File: src/hdl/pfe_pkg.sv
// ----------------------------------------------------------------------------
// pfe_pkg
// Shared types and constants for the protocol buffers field encoder:
// mode codes, wire types, controller states, and the controller/datapath
// command and status structs.
// ----------------------------------------------------------------------------
`default_nettype none

package pfe_pkg;

  // item modes
  localparam logic [2:0] MODE_VARINT    = 3'd0;
  localparam logic [2:0] MODE_ZIGZAG    = 3'd1;
  localparam logic [2:0] MODE_FIXED32   = 3'd2;
  localparam logic [2:0] MODE_FIXED64   = 3'd3;
  localparam logic [2:0] MODE_LEN_DELIM = 3'd4;
  localparam logic [2:0] MODE_PAYLOAD   = 3'd5;

  // wire types carried in the low three bits of the tag
  localparam logic [2:0] WT_VARINT   = 3'd0;
  localparam logic [2:0] WT_FIXED64  = 3'd1;
  localparam logic [2:0] WT_LENDELIM = 3'd2;
  localparam logic [2:0] WT_FIXED32  = 3'd5;

  localparam int TagW   = 32;
  localparam int ValueW = 64;

  // controller states
  typedef enum logic [1:0] {
    ST_IDLE,
    ST_TAG,
    ST_VALUE,
    ST_PAYLOAD
  } state_t;

  // which source feeds the output register
  typedef enum logic [1:0] {
    EMIT_NONE,
    EMIT_TAG,
    EMIT_VALUE,
    EMIT_PAYLOAD
  } emit_t;

  typedef struct packed {
    logic  load;
    emit_t emit;
  } pfe_cmd_t;

  typedef struct packed {
    logic out_free;
    logic tag_last;
    logic value_last;
  } pfe_status_t;

  // wire type for a field mode
  function automatic logic [2:0] wire_type(input logic [2:0] mode);
    logic [2:0] wt;
    case (mode)
      MODE_FIXED32:   wt = WT_FIXED32;
      MODE_FIXED64:   wt = WT_FIXED64;
      MODE_LEN_DELIM: wt = WT_LENDELIM;
      default:        wt = WT_VARINT;
    endcase
    return wt;
  endfunction

endpackage

`default_nettype wire

File: src/hdl/pfe_field_if.sv
// ----------------------------------------------------------------------------
// pfe_field_if
// Valid/ready channel carrying one field encode request.
// ----------------------------------------------------------------------------
`default_nettype none

interface pfe_field_if;
  logic        valid;
  logic        ready;
  logic [2:0]  mode;
  logic [28:0] field_number;
  logic [63:0] value;
  logic [7:0]  payload_byte;

  modport source (output valid, output mode, output field_number, output value,
                  output payload_byte, input ready);
  modport sink   (input valid, input mode, input field_number, input value,
                  input payload_byte, output ready);
endinterface

`default_nettype wire

File: src/hdl/pfe_byte_if.sv
// ----------------------------------------------------------------------------
// pfe_byte_if
// Valid/ready channel carrying one wire stream byte and its last flag.
// ----------------------------------------------------------------------------
`default_nettype none

interface pfe_byte_if;
  logic       valid;
  logic       ready;
  logic [7:0] out_byte;
  logic       last;

  modport source (output valid, output out_byte, output last, input ready);
  modport sink   (input valid, input out_byte, input last, output ready);
endinterface

`default_nettype wire

File: src/hdl/pfe_ctrl.sv
// ----------------------------------------------------------------------------
// pfe_ctrl
// Controller: accepts a request, then steps through tag bytes, value bytes
// or the single payload byte, one byte per free output slot.
// ----------------------------------------------------------------------------
`default_nettype none

module pfe_ctrl (
  input  logic                clk,
  input  logic                rst,
  input  logic                req_valid,
  input  logic [2:0]          req_mode,
  output logic                req_ready,
  input  pfe_pkg::pfe_status_t status,
  output pfe_pkg::pfe_cmd_t    cmd
);
  import pfe_pkg::*;

  state_t state;
  state_t state_next;

  // state register
  always_ff @(posedge clk) begin
    if (rst) begin
      state <= ST_IDLE;
    end else begin
      state <= state_next;
    end
  end

  assign req_ready = (state == ST_IDLE);

  // next state and commands
  always_comb begin
    state_next = state;
    cmd.load   = 1'b0;
    cmd.emit   = EMIT_NONE;
    case (state)
      ST_IDLE: begin
        if (req_valid) begin
          cmd.load = 1'b1;
          case (req_mode)
            MODE_VARINT, MODE_ZIGZAG, MODE_FIXED32, MODE_FIXED64,
            MODE_LEN_DELIM: state_next = ST_TAG;
            MODE_PAYLOAD:   state_next = ST_PAYLOAD;
            default:        state_next = ST_IDLE;  // unused modes are dropped
          endcase
        end
      end
      ST_TAG: begin
        if (status.out_free) begin
          cmd.emit = EMIT_TAG;
          if (status.tag_last) state_next = ST_VALUE;
        end
      end
      ST_VALUE: begin
        if (status.out_free) begin
          cmd.emit = EMIT_VALUE;
          if (status.value_last) state_next = ST_IDLE;
        end
      end
      ST_PAYLOAD: begin
        if (status.out_free) begin
          cmd.emit   = EMIT_PAYLOAD;
          state_next = ST_IDLE;
        end
      end
      default: state_next = ST_IDLE;
    endcase
  end

endmodule

`default_nettype wire

File: src/hdl/pfe_datapath.sv
// ----------------------------------------------------------------------------
// pfe_datapath
// Tag and value shift registers, fixed byte counter and the output
// register that holds one byte until the downstream side takes it.
// ----------------------------------------------------------------------------
`default_nettype none

module pfe_datapath (
  input  logic                 clk,
  input  logic                 rst,
  input  logic [2:0]           mode,
  input  logic [28:0]          field_number,
  input  logic [63:0]          value,
  input  logic [7:0]           payload_byte,
  input  pfe_pkg::pfe_cmd_t    cmd,
  output pfe_pkg::pfe_status_t status,
  output logic                 out_valid,
  input  logic                 out_ready,
  output logic [7:0]           out_byte,
  output logic                 last
);
  import pfe_pkg::*;

  logic [TagW-1:0]   tag;
  logic [ValueW-1:0] val;
  logic              fixed;
  logic [3:0]        cnt;
  logic [7:0]        pay;
  logic [ValueW-1:0] zigzag;

  assign zigzag = {value[ValueW-2:0], 1'b0} ^ {ValueW{value[ValueW-1]}};

  // status toward the controller
  assign status.out_free   = !out_valid || out_ready;
  assign status.tag_last   = (tag[TagW-1:7] == '0);
  assign status.value_last = fixed ? (cnt == 4'd1) : (val[ValueW-1:7] == '0);

  // item registers: load on accept, shift as bytes go out
  always_ff @(posedge clk) begin
    if (cmd.load) begin
      tag   <= {field_number, wire_type(mode)};
      fixed <= (mode == MODE_FIXED32) || (mode == MODE_FIXED64);
      cnt   <= (mode == MODE_FIXED64) ? 4'd8 : 4'd4;
      pay   <= payload_byte;
      case (mode)
        MODE_ZIGZAG:  val <= zigzag;
        MODE_FIXED32: val <= {32'd0, value[31:0]};
        default:      val <= value;
      endcase
    end else begin
      if (cmd.emit == EMIT_TAG) tag <= tag >> 7;
      if (cmd.emit == EMIT_VALUE) begin
        if (fixed) begin
          val <= val >> 8;
          cnt <= cnt - 4'd1;
        end else begin
          val <= val >> 7;
        end
      end
    end
  end

  // output byte register
  always_ff @(posedge clk) begin
    case (cmd.emit)
      EMIT_TAG: begin
        out_byte <= {!status.tag_last, tag[6:0]};
        last     <= 1'b0;
      end
      EMIT_VALUE: begin
        out_byte <= fixed ? val[7:0] : {!status.value_last, val[6:0]};
        last     <= status.value_last;
      end
      EMIT_PAYLOAD: begin
        out_byte <= pay;
        last     <= 1'b1;
      end
      default: ;
    endcase
  end

  // output valid flag
  always_ff @(posedge clk) begin
    if (rst) begin
      out_valid <= 1'b0;
    end else if (cmd.emit != EMIT_NONE) begin
      out_valid <= 1'b1;
    end else if (out_ready) begin
      out_valid <= 1'b0;
    end
  end

endmodule

`default_nettype wire

File: src/hdl/protobuf_field_encoder_core.sv
// ----------------------------------------------------------------------------
// protobuf_field_encoder_core
// Protocol buffers wire format encoder, one field per request transaction.
// ----------------------------------------------------------------------------
// Each request encodes one field (tag varint then a varint, zigzag varint,
// little-endian fixed32/fixed64 value or length varint) or passes one raw
// payload byte, and produces one byte transaction per wire byte, with last
// set on the final byte of the item. Bytes leave through a single output
// register at one per cycle when the downstream side is ready; a payload
// item is one byte and a 64-bit varint field up to 15 bytes (tag 1-5
// bytes, value 1-10 bytes). The next request is accepted as soon as the
// final byte of the current item sits in the output register. Modes 6
// and 7 are consumed and produce no bytes.
`default_nettype none

module protobuf_field_encoder_core (
  input  logic        clk,
  input  logic        rst,
  pfe_field_if.sink   field_req,
  pfe_byte_if.source  byte_stream
);
  import pfe_pkg::*;

  pfe_cmd_t    cmd;
  pfe_status_t status;
  logic        req_ready;

  assign field_req.ready = req_ready;

  // sequencing
  pfe_ctrl u_ctrl (
    .clk       (clk),
    .rst       (rst),
    .req_valid (field_req.valid),
    .req_mode  (field_req.mode),
    .req_ready (req_ready),
    .status    (status),
    .cmd       (cmd)
  );

  // byte generation
  pfe_datapath u_datapath (
    .clk          (clk),
    .rst          (rst),
    .mode         (field_req.mode),
    .field_number (field_req.field_number),
    .value        (field_req.value),
    .payload_byte (field_req.payload_byte),
    .cmd          (cmd),
    .status       (status),
    .out_valid    (byte_stream.valid),
    .out_ready    (byte_stream.ready),
    .out_byte     (byte_stream.out_byte),
    .last         (byte_stream.last)
  );

endmodule

`default_nettype wire

File: src/flat_wrapper.sv
// flat-port wrapper written by rule: the top's interface ports become plain ports
module protobuf_field_encoder_core_flat import pfe_pkg::*;
  (clk, rst, field_req_valid, field_req_mode, field_req_field_number, field_req_value, field_req_payload_byte, field_req_ready, byte_stream_valid, byte_stream_out_byte, byte_stream_last, byte_stream_ready);
  pfe_field_if field_req_i ();
  pfe_byte_if byte_stream_i ();
  input  logic clk;
  input  logic rst;
  input wire logic [$bits(field_req_i.valid)-1:0] field_req_valid;
  input wire logic [$bits(field_req_i.mode)-1:0] field_req_mode;
  input wire logic [$bits(field_req_i.field_number)-1:0] field_req_field_number;
  input wire logic [$bits(field_req_i.value)-1:0] field_req_value;
  input wire logic [$bits(field_req_i.payload_byte)-1:0] field_req_payload_byte;
  output wire logic [$bits(field_req_i.ready)-1:0] field_req_ready;
  output wire logic [$bits(byte_stream_i.valid)-1:0] byte_stream_valid;
  output wire logic [$bits(byte_stream_i.out_byte)-1:0] byte_stream_out_byte;
  output wire logic [$bits(byte_stream_i.last)-1:0] byte_stream_last;
  input wire logic [$bits(byte_stream_i.ready)-1:0] byte_stream_ready;
  assign field_req_i.valid = field_req_valid;
  assign field_req_i.mode = field_req_mode;
  assign field_req_i.field_number = field_req_field_number;
  assign field_req_i.value = field_req_value;
  assign field_req_i.payload_byte = field_req_payload_byte;
  assign field_req_ready = field_req_i.ready;
  assign byte_stream_valid = byte_stream_i.valid;
  assign byte_stream_out_byte = byte_stream_i.out_byte;
  assign byte_stream_last = byte_stream_i.last;
  assign byte_stream_i.ready = byte_stream_ready;
  protobuf_field_encoder_core u_core (.clk(clk), .rst(rst), .field_req(field_req_i), .byte_stream(byte_stream_i));
endmodule
File: config.mk
export PLATFORM = sky130hd
export DESIGN_NAME = protobuf_field_encoder_core_flat
export DESIGN_NICKNAME = d
export VERILOG_FILES = /design/src/hdl/pfe_pkg.sv /design/src/hdl/pfe_field_if.sv /design/src/hdl/pfe_byte_if.sv /design/src/hdl/pfe_ctrl.sv /design/src/hdl/pfe_datapath.sv /design/src/hdl/protobuf_field_encoder_core.sv /design/src/flat_wrapper.sv
export SDC_FILE = /design/constraint.sdc
export NUM_CORES = 1
export LEC_CHECK = 0
export BUFFER_PORTS_ARGS = -buffer_cell sky130_fd_sc_hd__buf_2
export CORE_MARGIN = 2
export CORE_UTILIZATION = 60
export CTS_CLUSTER_DIAMETER = 40
export DETAILED_ROUTE_END_ITERATION = 6
export HOLD_SLACK_MARGIN = 0.1
export MAX_ROUTING_LAYER = met4
export PLACE_DENSITY = 0.86
export RECOVER_POWER = 25
export SYNTH_ARGS = -nofsm -noshare
export SYNTH_HDL_FRONTEND = slang
export SYNTH_SLANG_ARGS = --single-unit
File: constraint.sdc
create_clock -name clk -period 13.1 [get_ports clk]
set_clock_uncertainty 0.15 [all_clocks]
set_input_delay 0.655 -clock clk [delete_from_list [all_inputs] [get_ports clk]]
set_output_delay 0.655 -clock clk [all_outputs]
set_load 0.02 [all_outputs]
==> impl_results.md <==
* Synth Area in Compound Gates at 14.2%
* Flop2flop setup slack at 9250 ps
* Synthesis-stage register bit count at 121
* Slowest CP cell: dfxtp_1
* Sink Count at 121
* Reg2reg end: u_core.u_datapath.val[25]$_DFFE_PP_
* Predominant post-synthesis flop cell: edfxtp_1
* Area after DPL at 7480 um2
* CP Cell Sequence: nor2_1 -> nand2_2 -> buf_4 -> inv_2 -> buf_4 -> o211ai_1 -> o21ai_1
* Critical path data required time at 13080 ps
* Fmax at 260 MHz
* Post-synth top area cell: edfxtp_1
* RD Place Congestion at 0.837
* Syn nets at 749
* Max-cap violations at 2
* Most frequent cells in the layout: edfxtp_1, nand2_1, buf_2
* Post-synthesis cell type count at 43
* Core ar. at 11300 um2
* Yosys warns at 0
* Avg WL per Cell at 19.1 um
* Post-cts hold buffer count at 0
* Synth Cell Area at 6860 um2
* Worst r2r src: u_core.u_ctrl.state[0]$_SDFFE_PP0P_
* Synth Area in Simple Gates at 11.7%
* Detailed Place HPWL at 11.0 mm
* Initial DRT Pass Iterations at 4
* CP peak stage delay at 910 ps
* Clock tree buffer depth at 2
* Period Utilization, post-route at 29.4%
* Min Clock Period, post-route at 3850 ps
* Vias in the first global route at 5384
* Async S/R FF share, synth at 0%
* Crit path to: u_core.u_datapath.val[25]$_DFFE_PP_
* DIE HEIGHT at 111 um
* Worst Max-Slew Pin Slew at 1730 ps
* Setup Fix Bufs, Post-CTS at 0
* Final instance area at 8060 um2
* Post-synth EDFFs at 118
* Antenna viol nets, final at 0
* All-Layer GR Usage at 28.5%
* CP bufs+invs at 3
* Via count at 5415
* Clock transition at the registers of the reported paths at 60 ps
* Ranking of synthesized cells by area: edfxtp_1, mux2i_1, nand2_1
* Nets at 839
* Die Wd at 111 um
* XOR/XNOR Fraction of Synth Area at 8.30%
* Status: finished, violations left
* Final Hold Viols at 0
* Initial antenna violation count at 0
* Gate Count Post-Synth at 639
* Die Footprint at 12300 um2
* Clk_lat worst skew at 420 ps
* LEAKAGE at 3.11 nW
* Largest family of logic cells by synthesized area: compound AO/OA/AOI/OAI gates
* Row cnt at 39
* Cell Pwr Density at 160 nW/um2
* DR iter-0 viols at 492
* Setup TNS at 0 ps
* Worst setup startpoint: u_core.u_ctrl.state[0]$_SDFFE_PP0P_
* Most common cell after layout, fill and taps aside: edfxtp_1
* CTS Buf Count at 17
* Maximum VDD drop at 0.0000920 V
* CP dominant cell by count: buf_4
* Post-synth top area share at 51.6%
* Overflow after GRT at 0
* WP depth at 7
* FF-to-FF path depth at 7
* DRC at 0
* Final setup fails at 0
* CTS tree: done
* Violated checks: capacitance limit, slew limit
* IO Port Bufs at 118
* Mean Syn Cell Area at 10.7 um2
* Final wirelength at 16.9 mm
* Hold Crit Class: input pin to register
* Tot Pwr at 1.29 mW
* Startpoint types: register
* Largest net degree at the start of global routing at 93
* Antenna Cells at 0
* Global-route wire length before repair at 27.0 mm
* Synth Area in Adders at 0.365%
* Area Growth Syn to Fin at 17.5%
* Register area share after synthesis at 52.5%
* # IOs at 119
* H-tree depth at 4
* Starting Density at 60.9%
* Max-slew headroom at -15.2%
* Via/cell ratio at 6.12
* Final max-slew violation count at 59
* Post-CTS resize count at 0
* Mux share of post-synthesis cell area at 9.04%
* Crit path DAT at 3830 ps
* CP Class: register to register
* Crit Path Max Fanout at 92
* Root buf cell: clkbuf_16
* Layout cells sized above 1 at 20.2%
* RSZ-0062 raised after global routing: false
* CP delay by family, top: buffers and inverters
* Crit path capture type: register
-- Yosys cell counts, types with 8 or more instances --
library cell,number
edfxtp_1,118
nand2_1,114
mux2i_1,62
a21oi_1,34
xor2_1,33
xnor2_1,32
o211ai_1,31
o21ai_1,31
a221oi_1,24
buf_2,22
clkbuf_1,21
nor4_1,19
nor2_1,14
o21ai_0,11
buf_1,9
a22oi_1,8
and3_1,8
-- worst min path at each step --
stage	startpoint	endpoint	depth (start not counted)
floorplan	u_core.u_datapath.tag[0]$_DFFE_PP_	u_core.u_datapath.out_byte[0]$_DFFE_PP_	2
global placement	u_core.u_datapath.tag[3]$_DFFE_PP_	u_core.u_datapath.out_byte[3]$_DFFE_PP_	2
detailed placement	u_core.u_datapath.tag[6]$_DFFE_PP_	u_core.u_datapath.out_byte[6]$_DFFE_PP_	2
CTS	field_req_payload_byte[5]	u_core.u_datapath.pay[5]$_DFFE_PP_	1
global route	field_req_payload_byte[7]	u_core.u_datapath.pay[7]$_DFFE_PP_	1
finish	field_req_payload_byte[5]	u_core.u_datapath.pay[5]$_DFFE_PP_	1
-- metal layers --
| layer | vias to the layer above | global-route usage (%) | routed length [um] |
|---|---|---|---|
| li1 | 2563 | - | - |
| met1 | 2592 | 35.1 | 6890 |
| met5 | - | - | 0 |
| met3 | 37 | 6.34 | 1100 |
| met2 | 223 | 46.7 | 8500 |
| met4 | 0 | 10.3 | 394 |
-- metrics by stage --
stage / hold slack [ps] / std cells / utilization (%) / worst slack [ps]
2_1_floorplan: 346 / 639 / - / 8200
3_3_place_gp: 372 / 853 / 66.3 / 9580
3_5_place_dp: 375 / 853 / 66.3 / 9330
4_1_cts: 260 / 885 / 71.7 / 9310
5_1_grt: 262 / 885 / 71.5 / 8970
6_report: 267 / 885 / 71.5 / 9250
-- registers in the layout, indices dropped and copies added, names as in the netlist --
signal / flops
u_core.u_datapath.last: 1
u_core.u_datapath.tag: 32
u_core.u_datapath.val: 64
u_core.u_datapath.out_valid: 1
u_core.u_datapath.fixed: 1
u_core.u_datapath.pay: 8
u_core.u_datapath.out_byte: 8
u_core.u_datapath.cnt: 4
u_core.u_ctrl.state: 2
-- kinds of logic after synthesis --
logic type,after synthesis
mux,62
buf+inv,61
flops,121
simple gates,178
xor+xnor,65
compound gates,150
fa+ha+maj,2
-- power by group --
| part | switching [mW] | internal (mW) |
|---|---|---|
| sequential | 0.0498 | 0.522 |
| clock | 0.172 | 0.317 |
| combinational | 0.142 | 0.0893 |
-- area by class of cell --
| cell class | instances | area [um2] |
|---|---|---|
| tap | 143 | 179 |
| inverter | 7 | 26.3 |
| clock inverter | 13 | 176 |
| timing repair buffer | 125 | 623 |
| clock buffer | 19 | 433 |
| fill | 765 | 3210 |
| sequential | 121 | 3600 |
| multi-input combinational | 457 | 3020 |
Power figures use the tool's default switching activity.
